File: src/rtl/core/pivca_pkg.sv
// Shared types, constants and a saturation helper for the PI velocity controller.
`timescale 1ns / 1ps
`default_nettype none

package pivca_pkg;

    localparam int DATA_W        = 32;
    localparam int GAIN_W        = 31;
    localparam int FRAC_BITS_DEF = 16;
    localparam int ADDR_W        = 5;
    localparam int IDX_W         = 3;

    localparam logic [GAIN_W-1:0] GAIN_ONE  = 31'd65536;
    localparam logic [GAIN_W-1:0] GAIN_ZERO = 31'd0;

    typedef enum logic [IDX_W-1:0] {
        REG_POS_GAIN   = 3'd0,
        REG_YAW_GAIN   = 3'd1,
        REG_POS_IGAIN  = 3'd2,
        REG_YAW_IGAIN  = 3'd3,
        REG_VEL_LIMIT  = 3'd4,
        REG_YAW_LIMIT  = 3'd5,
        REG_POS_WINDUP = 3'd6,
        REG_YAW_WINDUP = 3'd7
    } t_reg_idx;

    typedef struct packed {
        logic [GAIN_W-1:0] pos_kp;
        logic [GAIN_W-1:0] yaw_kp;
        logic [GAIN_W-1:0] position_integral_step_gain;
        logic [GAIN_W-1:0] yaw_integral_step_gain;
        logic [GAIN_W-1:0] velocity_limit;
        logic [GAIN_W-1:0] turn_rate_limit;
        logic [GAIN_W-1:0] position_windup_value;
        logic [GAIN_W-1:0] yaw_windup_value;
    } t_cfg;

    typedef struct packed {
        logic signed [DATA_W-1:0] sensed_x;
        logic signed [DATA_W-1:0] sensed_y;
        logic signed [DATA_W-1:0] sensed_z;
        logic signed [DATA_W-1:0] sensed_yaw;
        logic signed [DATA_W-1:0] target_x;
        logic signed [DATA_W-1:0] target_y;
        logic signed [DATA_W-1:0] target_z;
        logic signed [DATA_W-1:0] target_yaw;
        logic                     clear_integrators;
    } t_sample;

    typedef struct packed {
        logic signed [DATA_W-1:0] prop_x;
        logic signed [DATA_W-1:0] prop_y;
        logic signed [DATA_W-1:0] prop_z;
        logic signed [DATA_W-1:0] prop_yaw;
        logic signed [DATA_W-1:0] integ_x;
        logic signed [DATA_W-1:0] integ_y;
        logic signed [DATA_W-1:0] integ_yaw;
        logic                     clear_integrators;
    } t_terms;

    // Saturate a one-bit-grown sum to the data range.
    function automatic logic signed [DATA_W-1:0] sat_grow1(
        input logic signed [DATA_W:0] v
    );
        logic signed [DATA_W-1:0] r;
        if (v[DATA_W] != v[DATA_W-1]) begin
            r = v[DATA_W] ? {1'b1, {(DATA_W-1){1'b0}}} : {1'b0, {(DATA_W-1){1'b1}}};
        end else begin
            r = v[DATA_W-1:0];
        end
        return r;
    endfunction

endpackage

`default_nettype wire

File: src/rtl/core/pivca_regs.sv
// APB register file holding the controller gains, limits and windup values.
`timescale 1ns / 1ps
`default_nettype none

module pivca_regs (
    input  wire logic                          i_clk,
    input  wire logic                          i_rst_n,
    input  wire logic                          psel,
    input  wire logic                          penable,
    input  wire logic                          pwrite,
    input  wire logic [pivca_pkg::ADDR_W-1:0]  paddr,
    input  wire logic [pivca_pkg::DATA_W-1:0]  pwdata,
    output logic      [pivca_pkg::DATA_W-1:0]  prdata,
    output logic                               pready,
    output pivca_pkg::t_cfg                    o_cfg
);
    import pivca_pkg::*;

    t_cfg              r_cfg;
    t_reg_idx          idx;
    logic              wr_en;
    logic [GAIN_W-1:0] wr_val;
    logic [GAIN_W-1:0] rd_val;

    assign idx    = t_reg_idx'(paddr[ADDR_W-1:2]);
    assign wr_en  = psel & penable & pwrite;
    assign wr_val = pwdata[GAIN_W-1:0];

    always_ff @(posedge i_clk) begin
        if (!i_rst_n) begin
            r_cfg.pos_kp                      <= GAIN_ONE;
            r_cfg.yaw_kp                      <= GAIN_ONE;
            r_cfg.position_integral_step_gain <= GAIN_ZERO;
            r_cfg.yaw_integral_step_gain      <= GAIN_ZERO;
            r_cfg.velocity_limit              <= GAIN_ONE;
            r_cfg.turn_rate_limit             <= GAIN_ONE;
            r_cfg.position_windup_value       <= GAIN_ZERO;
            r_cfg.yaw_windup_value            <= GAIN_ZERO;
        end else if (wr_en) begin
            unique case (idx)
                REG_POS_GAIN:   r_cfg.pos_kp                      <= wr_val;
                REG_YAW_GAIN:   r_cfg.yaw_kp                      <= wr_val;
                REG_POS_IGAIN:  r_cfg.position_integral_step_gain <= wr_val;
                REG_YAW_IGAIN:  r_cfg.yaw_integral_step_gain      <= wr_val;
                REG_VEL_LIMIT:  r_cfg.velocity_limit              <= wr_val;
                REG_YAW_LIMIT:  r_cfg.turn_rate_limit             <= wr_val;
                REG_POS_WINDUP: r_cfg.position_windup_value       <= wr_val;
                REG_YAW_WINDUP: r_cfg.yaw_windup_value            <= wr_val;
                default:        r_cfg                             <= r_cfg;
            endcase
        end
    end

    always_comb begin
        unique case (idx)
            REG_POS_GAIN:   rd_val = r_cfg.pos_kp;
            REG_YAW_GAIN:   rd_val = r_cfg.yaw_kp;
            REG_POS_IGAIN:  rd_val = r_cfg.position_integral_step_gain;
            REG_YAW_IGAIN:  rd_val = r_cfg.yaw_integral_step_gain;
            REG_VEL_LIMIT:  rd_val = r_cfg.velocity_limit;
            REG_YAW_LIMIT:  rd_val = r_cfg.turn_rate_limit;
            REG_POS_WINDUP: rd_val = r_cfg.position_windup_value;
            REG_YAW_WINDUP: rd_val = r_cfg.yaw_windup_value;
            default:        rd_val = GAIN_ZERO;
        endcase
    end

    assign prdata = {{(DATA_W-GAIN_W){1'b0}}, rd_val};
    assign pready = 1'b1;
    assign o_cfg  = r_cfg;

endmodule

`default_nettype wire

File: config.mk
export PLATFORM = sky130hd
export DESIGN_NAME = pivca_regs
export DESIGN_NICKNAME = d
export VERILOG_FILES = /design/src/rtl/core/pivca_pkg.sv /design/src/rtl/core/pivca_regs.sv
export SDC_FILE = /design/constraint.sdc
export NUM_CORES = 1
export LEC_CHECK = 0
export BUFFER_PORTS_ARGS = -buffer_cell sky130_fd_sc_hd__buf_2
export CORE_MARGIN = 4
export CORE_UTILIZATION = 45
export CTS_BUF_LIST = sky130_fd_sc_hd__clkbuf_4 sky130_fd_sc_hd__clkbuf_8
export CTS_CLUSTER_SIZE = 14
export DETAILED_ROUTE_END_ITERATION = 10
export PLACE_DENSITY = 0.69
export SETUP_SLACK_MARGIN = 0.4
export SYNTH_ARGS = -nofsm -noshare
export SYNTH_HDL_FRONTEND = slang
export SYNTH_SLANG_ARGS = --single-unit
File: constraint.sdc
create_clock -name i_clk -period 3.7 [get_ports i_clk]
set_clock_uncertainty 0.15 [all_clocks]
set_input_delay 0.555 -clock i_clk [delete_from_list [all_inputs] [get_ports i_clk]]
set_output_delay 0.555 -clock i_clk [all_outputs]
set_load 0.01 [all_outputs]
==> impl_metrics.json, run 1 <==
{
  "synth_nets": 1475,
  "worst_ep_required_time_ns": 2.99,
  "internal-power_uw": 4267,
  "synthTopCellsByArea": "dfxtp_1, nand2_1, a21boi_0",
  "dr.pass1.iters": 5,
  "grt_max_degree": 128,
  "ant_nets": 0,
  "yosysUniqueCellTypes": 36,
  "grt_pass1_vias": 10770,
  "placed_area_mm2": 0.01329,
  "clk_path_buf_depth": 3,
  "fmax_ghz": 0.3087,
  "drive_gt1_frac": 0.2841,
  "setup_violations": 0,
  "grt_pass1_wl_um": 62910,
  "cts_made_buffers": 43,
  "finalMaxSlewViolations": 0,
  "yosys-top-cells-count": "nand2_1, dfxtp_1, a21boi_0",
  "die-area_mm2": 0.02849,
  "p_sw_uw": 1374,
  "ys_ff_latch": 248,
  "r2r_setup_slack_ns": 2.82,
  "drc": 0,
  "routed_wl_um": 41610,
  "synth_cells": 1433,
  "r2r_end": "o_cfg[32]$_SDFFE_PN0P_",
  "vias": 11240,
  "finalCritPeriodShare": 0.8755,
  "hpwl_um": 26900,
  "hold_viol": 0,
  "p_sw_frac": 0.2436,
  "antenna_found_initial": 1,
  "tns_ns": 0,
  "status": "complete, no violations",
  "avgRoutedWirePerCell_um": 20.49,
  "io_pins": 323,
  "clkSinkCount": 248,
  "syn_area_mm2": 0.01163,
  "drv_cap": 0,
  "hold_start": "pwdata[21]",
  "ys_seq_area_frac": 0.4268,
  "fin_nets": 1719,
  "synth_top_area_share": 0.4268,
  "synth-async-reset-ratio": 0,
  "synth_most_common_cell": "nand2_1",
  "htree_levels": 2,
  "start_util": 0.4593,
  "port_buffers": 317,
  "hp-class": "primary input to flip-flop",
  "stdcell_area_mm2": 0.01413,
  "clkTransAtPathRegs_ns": 0.06,
  "worst_pin_slew_ns": 0.9324,
  "yosysWarnings": 0,
  "power_per_cell_area_mw_per_mm2": 399.2,
  "clock_power_share": 0.443,
  "critical_path_class": "primary input to primary output",
  "start_kind": "primary input",
  "globalplace.congestion": 0.8153,
  "dp_cells": 1962,
  "cp_max_fo": 26,
  "final_cells": 2031,
  "cts_tree": "yes",
  "die_y_um": 168.8,
  "post-cts-setup-buffers": 0,
  "root_buffer": "clkbuf_8",
  "clock_latency_ns": 0.53,
  "via_per_inst": 5.533,
  "synth_top_area_cell": "dfxtp_1",
  "synth-edff-count": 0,
  "worst_hold_path.endpoint": "o_cfg[207]$_SDFFE_PN0P_",
  "syn_to_final_growth_pct": 21.45,
  "rsz0062_at_grt": "false",
  "peakVddDrop_v": 0.0002763,
  "rr_startpoint": "o_cfg[32]$_SDFFE_PN0P_",
  "fill_cells": 2349,
  "grt_usage": 0.2787,
  "slew_headroom": 0.3784,
  "overflow": 0,
  "critPathCaptureType": "primary output",
  "die_x_um": 168.8,
  "core_area_mm2": 0.02533,
  "power_leakage_uw": 0.005896,
  "drt-initial-drc-count": 907,
  "holdBufCountCts": 0,
  "syn_avg_cell_area_um2": 8.118,
  "hold_path_depth": 3,
  "synthFlopType": "dfxtp_1",
  "rows": 58,
  "p_comb_frac": 0.077,
  "reg2reg_depth": 2,
  "largest_register_ffs": 248,
  "cts_resized": 0,
  "cp_data_arrival_time_ns": 2.53,
  "holdWs_ns": 0.1733,
  "p_seq_frac": 0.480,
  "min_period_ns": 3.239
}
final cells by class:
class / instances / area [um^2] / share of cell area
Clock buffer: 64 / 793.3 / 0.05615
Timing Repair Buffer: 351 / 1943 / 0.1375
Clock inverter: 4 / 45.04 / 0.003188
Inverter: 32 / 120.1 / 0.008502
Sequential cell: 248 / 4965 / 0.3514
Tap cell: 330 / 412.9 / 0.02922
Antenna cell: 1 / 2.502 / 0.0001771
Multi-Input combinational cell: 1001 / 5847 / 0.4138
critical path: stages:
cell and delay, ns:
buf_4 0.25, nand2b_1 0.39, nor2_4 0.76, a221oi_2 0.17, nor2_1 0.21, buf_2 0.17
logic make-up after synthesis:
| family | after synthesis | share of synthesized area |
|---|---|---|
| AO/OA/AOI/OAI | 359 | 0.2508 |
| buffers and inverters | 184 | 0.07733 |
| flip-flops | 248 | 0.4268 |
| multiplexers | 50 | 0.04539 |
| other | 2 | 0.0006455 |
| AND/OR/NAND/NOR | 590 | 0.1991 |
power groups by stage:
stage,Clock (uW),Combinational (uW),Sequential [uW]
3_5_place_dp,0,427,2770
4_1_cts,2540,429,2710
5_1_grt,2670,460,2710
2_1_floorplan,0,281,2770
6_report,2500,432,2710
3_3_place_gp,0,425,2770
routing by layer:
layer  part of all wire  track usage
met2               0.47       0.4637
met4              0.036       0.1020
met1               0.42       0.3608
met3              0.080      0.05395
met5            0.00029            0
placed cells by master, fill, tap and decap left out, drive strengths merged:
master / instances
a22oi: 8
clkinv: 3
nor3: 2
a21boi: 244
a22o: 35
dfxtp: 248
or3: 2
or2: 6
nand3: 4
a21o: 1
diode: 1
and2: 1
o22ai: 2
buf: 351
clkbuf: 64
nand4b: 1
o22a: 2
mux2i: 28
conb: 2
nand4: 1
nand2: 501
nor2b: 3
o32a: 1
bufinv: 1
nor2: 60
nand2b: 9
a221oi: 51
inv: 32
mux2: 22
a21oi: 15
worst max-delay path by stage:
| stage | endpoint | start | slack [ns] | cells after the start |
|---|---|---|---|---|
| finish | prdata[11] | paddr[4] | 0.46 | 6 |
| global route | prdata[25] | paddr[4] | 0.41 | 6 |
| CTS | prdata[11] | paddr[4] | 0.55 | 6 |
| detailed placement | prdata[11] | paddr[4] | 0.55 | 6 |
| global placement | prdata[11] | paddr[4] | 0.58 | 6 |
| floorplan | prdata[10] | paddr[3] | 1.34 | 7 |
stage by stage:
step	worst slack (ns)	utilization	power (uW)
3_3_place_gp	0.5830	0.5247	3191
3_5_place_dp	0.5542	0.5247	3193
4_1_cts	0.5468	0.5578	5681
6_report	0.4605	0.5579	5640
5_1_grt	0.4084	0.5578	5835
2_1_floorplan	1.340	-	3053
Note: power is estimated with default switching activity, not from simulation.
==> run 2: changes to the inputs <==
Clock period 3.7 ns to 3.1 ns, I/O delays scaled along.
==> impl_metrics.json, run 2 (synthesized netlist as in run 1, its figures left out) <==
{
  "status": "complete, no violations",
  "critical_path_class": "primary input to primary output",
  "dp_cells": 1960,
  "globalplace.congestion": 0.8306,
  "cts_tree": "yes",
  "core_area_mm2": 0.02533,
  "path_buf_inv": 5,
  "gr-usage-met2": 0.4903,
  "syn_to_final_growth_pct": 24.32,
  "port_buffers": 317,
  "reg2reg_depth": 2,
  "power_leakage_uw": 0.006054,
  "placed_area_mm2": 0.01332,
  "hold_viol": 0,
  "grt_usage": 0.2933,
  "fin_util": 0.5710,
  "grt_pass1_wl_um": 65950,
  "met3_usage": 0.06259,
  "rr_startpoint": "o_cfg[185]$_SDFFE_PN0P_",
  "endpoint": "prdata[0]",
  "rows": 58,
  "root_buffer": "clkbuf_8",
  "die_x_um": 168.8,
  "rsz0062_at_grt": "false",
  "p_sw_frac": 0.2401,
  "cts_made_buffers": 43,
  "antenna_found_initial": 2,
  "cp_data_arrival_time_ns": 2.01,
  "r2r_setup_slack_ns": 2.18,
  "clkSinkCount": 248,
  "layout_common_cells": "nand2_1, buf_2, dfxtp_1",
  "htree_levels": 2,
  "dr.pass1.iters": 5,
  "critPathCaptureType": "primary output",
  "p_comb_frac": 0.080,
  "drc": 0,
  "peakVddDrop_v": 0.0003045,
  "via_per_inst": 5.609,
  "fmax_ghz": 0.3809,
  "io_pins": 323,
  "busiest_layer": "met2",
  "cp.depth": 9,
  "start_kind": "primary input",
  "mostFrequentLayoutCell": "nand2_1",
  "r2r_end": "o_cfg[185]$_SDFFE_PN0P_",
  "setup_violations": 0,
  "path_cells": "buf_4, buf_16, nand2b_1, buf_4, nor2_1, buf_4, a21oi_1, a21oi_1, buf_2",
  "die_y_um": 168.8,
  "drt-initial-drc-count": 1037,
  "finalMaxSlewViolations": 0,
  "crit_path_top_delay_cell": "nand2b_1",
  "clkTransAtPathRegs_ns": 0.06,
  "clk_path_buf_depth": 3,
  "final_cells": 2043,
  "min_period_ns": 2.626,
  "slowest_delay_ns": 0.21,
  "holdBufCountCts": 0,
  "grt_max_degree": 94,
  "clock_power_share": 0.462,
  "start_util": 0.4593,
  "routed_wl_um": 43920,
  "clock_latency_ns": 0.53,
  "avgRoutedWirePerCell_um": 21.50,
  "finalCritPeriodShare": 0.8469,
  "largest_register_ffs": 248,
  "totalPowerFinal_uw": 7058,
  "hp-class": "primary input to flip-flop",
  "internal-power_uw": 5363,
  "worst_pin_slew_ns": 1.025,
  "ant_nets": 0,
  "cp_max_fo": 25,
  "power_per_cell_area_mw_per_mm2": 488.0,
  "crit_path_frequent_cell": "buf_4",
  "tns_ns": 0,
  "drv_cap": 0,
  "crit_start": "paddr[4]",
  "worst_ep_required_time_ns": 2.48,
  "hpwl_um": 26560,
  "die-area_mm2": 0.02849,
  "drive_gt1_frac": 0.2903,
  "use_met1": 0.3684,
  "fill_cells": 2344,
  "overflow": 0,
  "crit_family": "buffers and inverters",
  "slew_headroom": 0.3164,
  "p_sw_uw": 1695,
  "vias": 11460,
  "stdcell_area_mm2": 0.01446,
  "fin_nets": 1727,
  "grt_pass1_vias": 11330,
  "p_seq_frac": 0.458
}
[run 2: changes by cell type in the layout (fill, tap and decap cells not counted), sizes merged]
cell    before  now
clkinv       3    5
bufbuf       0    1
bufinv       1    3
clkbuf      64   66
nor2b        3    4
buf        351  355
[run 2: area by class of cell]
| type | count | area (um^2) | area share |
|---|---|---|---|
| Clock buffer | 64 | 824.5 | 0.05701 |
| Tap cell | 330 | 412.9 | 0.02855 |
| Multi-Input combinational cell | 1002 | 5866 | 0.4056 |
| Antenna cell | 1 | 2.502 | 0.0001730 |
| Timing Repair Buffer | 358 | 2157 | 0.1491 |
| Inverter | 32 | 120.1 | 0.008305 |
| Sequential cell | 248 | 4965 | 0.3433 |
| Clock inverter | 8 | 115.1 | 0.007959 |
[run 2: layer usage]
metal  vias to the layer above  routed length [um]  share of wire
li1                       5256                   -              -
met1                      5510               18000           0.41
met2                       572               20440           0.47
met3                       120                3739          0.085
met4                         2                1726          0.039
met5                         -                   8        0.00018
[run 2: what timing repair did]
item                                    CTS  global route
pin swaps                                 0             1
buffers inserted                          5             1
resized for setup                         3             5
endpoints found under the setup margin   22            17
cloned                                    2             2
[run 2: worst min-delay path by stage]
stage / startpoint / endpoint / slack, ns / depth (start not counted)
after CTS: pwdata[20] / o_cfg[175]$_SDFFE_PN0P_ / 0.06 / 3
after global routing: pwdata[20] / o_cfg[175]$_SDFFE_PN0P_ / 0.08 / 3
final: pwdata[20] / o_cfg[175]$_SDFFE_PN0P_ / 0.09 / 3
after floorplan: o_cfg[136]$_SDFFE_PN0P_ / o_cfg[136]$_SDFFE_PN0P_ / 0.34 / 2
after global placement: o_cfg[29]$_SDFFE_PN0P_ / o_cfg[29]$_SDFFE_PN0P_ / 0.30 / 2
after detailed placement: o_cfg[28]$_SDFFE_PN0P_ / o_cfg[28]$_SDFFE_PN0P_ / 0.31 / 2
[run 2: through the flow]
step	hold WS, ns	setup WS, ns
floorplan	0.3380	0.9202
global placement	0.2988	0.06942
detailed placement	0.3108	0.05417
CTS	0.06377	0.3821
global route	0.08081	0.4283
finish	0.08927	0.4745
[run 2: power by group through the flow]
stage / sequential, uW / combinational [uW] / clock [uW]
after floorplan: 3310 / 336 / 0
after global placement: 3300 / 514 / 0
after detailed placement: 3300 / 519 / 0
after CTS: 3230 / 543 / 3300
after global routing: 3230 / 598 / 3450
final: 3230 / 567 / 3260
[run 2: worst min-delay path, delay by kind of cell]
family | cells | cell delay [ns]
AO/OA/AOI/OAI | 1 | 0.05
AND/OR/NAND/NOR | 1 | 0.06
buffers and inverters | 1 | 0.15
==> run 3: changes to the inputs <==
Settings changed: ABC_AREA from default to 1, PLACE_DENSITY 0.69 to 0.72.
Clock period 3.1 ns to 2.4 ns, I/O delays scaled along.
==> impl_metrics.json, run 3 <==
{
  "status": "complete, no violations",
  "power_leakage_uw": 0.007204,
  "synth_top_family_by_area": "simple AND/OR/NAND/NOR gates",
  "drive_gt1_frac": 0.2564,
  "cts_tree": "yes",
  "rows": 57,
  "synth-edff-count": 0,
  "peakVddDrop_v": 0.0004194,
  "via_per_inst": 5.751,
  "syn_to_final_growth_pct": 27.22,
  "fill_cells": 2296,
  "min_period_ns": 1.971,
  "root_buffer": "clkbuf_8",
  "syn_avg_cell_area_um2": 6.813,
  "fmax_ghz": 0.5072,
  "synth_top_area_share": 0.4377,
  "antenna_found_initial": 1,
  "synth_top_area_cell": "dfxtp_1",
  "p_comb_frac": 0.086,
  "clk_path_buf_depth": 3,
  "yosysUniqueCellTypes": 24,
  "hpwl_um": 28430,
  "grt_max_degree": 89,
  "cts_made_buffers": 44,
  "die-area_mm2": 0.02781,
  "cp_data_arrival_time_ns": 1.46,
  "yosysWarnings": 0,
  "hold_viol": 0,
  "synthTopCellsByArea": "dfxtp_1, nor2_1, o21ai_0",
  "multi_input_area_mm2": 0.005508,
  "layout_common_cells": "nor2_1, buf_2, dfxtp_1",
  "synthSimpleGateAreaFrac": 0.3666,
  "synthFlopType": "dfxtp_1",
  "muxShareOfSynthArea": 0,
  "routed_wl_um": 45930,
  "slew_headroom": 0.2707,
  "ys_seq_area_frac": 0.4377,
  "p_sw_uw": 2322,
  "vias": 13110,
  "worst_pin_slew_ns": 1.091,
  "ys_ff_latch": 248,
  "critical_path_class": "primary input to primary output",
  "start_kind": "primary input",
  "largest_register_ffs": 248,
  "clkSinkCount": 248,
  "start_util": 0.4624,
  "io_pins": 323,
  "globalplace.congestion": 0.8507,
  "fin_util": 0.5882,
  "syn_area_mm2": 0.01134,
  "overflow": 0,
  "drc": 0,
  "synth_nets": 1707,
  "ant_nets": 0,
  "power_per_cell_area_mw_per_mm2": 624.2,
  "synthXorXnorAreaFrac": 0,
  "p_sw_frac": 0.2578,
  "core_area_mm2": 0.02453,
  "die_y_um": 166.8,
  "fin_nets": 1968,
  "mostFrequentLayoutCell": "nor2_1",
  "synth_cells": 1665,
  "p_seq_frac": 0.468,
  "synthAdderAreaFrac": 0,
  "tns_ns": 0,
  "port_buffers": 317,
  "internal-power_uw": 6686,
  "setup_violations": 0,
  "synth_compound_area_frac": 0.1077,
  "cp_max_fo": 8,
  "regArea_mm2": 0.004971,
  "synth-async-reset-ratio": 0,
  "critPathCaptureType": "primary output",
  "grt_pass1_vias": 12160,
  "finalMaxSlewViolations": 0,
  "htree_levels": 2,
  "drv_cap": 0,
  "worst_ep_required_time_ns": 1.89,
  "drt-initial-drc-count": 1297,
  "die_x_um": 166.8,
  "rsz0062_at_grt": "true",
  "dr.pass1.iters": 8,
  "dp_cells": 2181,
  "clock_power_share": 0.446,
  "grt_usage": 0.3152,
  "yosys-top-cells-count": "nor2_1, dfxtp_1, o21ai_0",
  "finalCritPeriodShare": 0.8214,
  "clock_latency_ns": 0.52,
  "hp-class": "primary input to flip-flop",
  "synth_most_common_cell": "nor2_1",
  "clkTransAtPathRegs_ns": 0.06,
  "avgRoutedWirePerCell_um": 20.15,
  "grt_pass1_wl_um": 70770,
  "final_cells": 2279
}
[run 3: cell types whose count changed after synthesis, sizes merged, moves of 35 or more]
cell and change:
a221oi -51, nand4 +126, a22o -35, nor2 +437, nor3 +91, nand3 +68
a21boi -244, o21ai +244, nand2 -337, clkbuf +42
[run 3: worst paths after layout]
path | end | depth (start not counted) | start | slack [ns]
hold reg to reg | o_cfg[233]$_SDFFE_PN1P_ | 2 | o_cfg[233]$_SDFFE_PN1P_ | 0.35
setup / recovery | prdata[16] | 11 | paddr[2] | 0.43
setup reg to reg | o_cfg[206]$_SDFFE_PN0P_ | 3 | o_cfg[206]$_SDFFE_PN0P_ | 1.48
hold / removal | o_cfg[123]$_SDFFE_PN0P_ | 3 | pwdata[30] | 0.02
[run 3: cell type report]
type	count	area share
diodes	1	0.0001734
clock buffers	69	0.06017
clock inverters	5	0.001994
inverters	41	0.01222
multi-input cells	1199	0.3817
flip-flops and latches	248	0.3445
well taps	324	0.02809
repair buffers	392	0.1712
[run 3: power groups by stage]
stage	Sequential (uW)	Clock (uW)	Combinational, uW
floorplan	4320	0	392
global placement	4300	0	689
detailed placement	4300	0	694
CTS	4220	4060	740
global route	4220	4260	816
finish	4220	4020	771
[run 3: critical path, cell delays in order]
cell,delay [ns]
buf_12,0.12
buf_12,0.12
nand2_4,0.06
nor2_4,0.05
buf_4,0.13
buf_12,0.15
nand2_2,0.05
nand2_1,0.05
nor2_1,0.08
nand3_1,0.13
buf_2,0.17
[run 3: logic make-up after synthesis]
family / count (synthesis)
buf+inv: 218
simple gates: 953
other cells: 2
compound gates: 244
flops: 248
[run 3: timing repair]
| action | in CTS | in global routing |
|---|---|---|
| hold buffers | 10 | 0 |
| setup buffers | 5 | 5 |
| gates cloned | 3 | 0 |
| endpoints found under the setup margin | 30 | 30 |
| resized for setup | 17 | 36 |
| pin swaps | 6 | 19 |
| endpoints found under the hold margin | 27 | 0 |
[run 3: layer usage]
metal / part of all wire / vias to the layer above / track usage
met3: 0.11 / 124 / 0.08272
met5: 0 / - / 0
met4: 0.042 / 0 / 0.1395
li1: - / 6031 / -
met2: 0.45 / 833 / 0.4935
met1: 0.40 / 6118 / 0.4114
[run 3: stage by stage]
stage / hold WS [ns] / total power (uW) / cell area, um^2 / worst slack (ns)
global placement: 0.3149 / 4992 / 13120 / 0.1835
global route: 0.01146 / 9297 / 14430 / 0.3753
floorplan: 0.3513 / 4712 / 11340 / 0.5813
detailed placement: 0.3349 / 4998 / 13120 / 0.1693
finish: 0.01679 / 9008 / 14430 / 0.4286
CTS: 0.0003135 / 9017 / 14300 / 0.4012
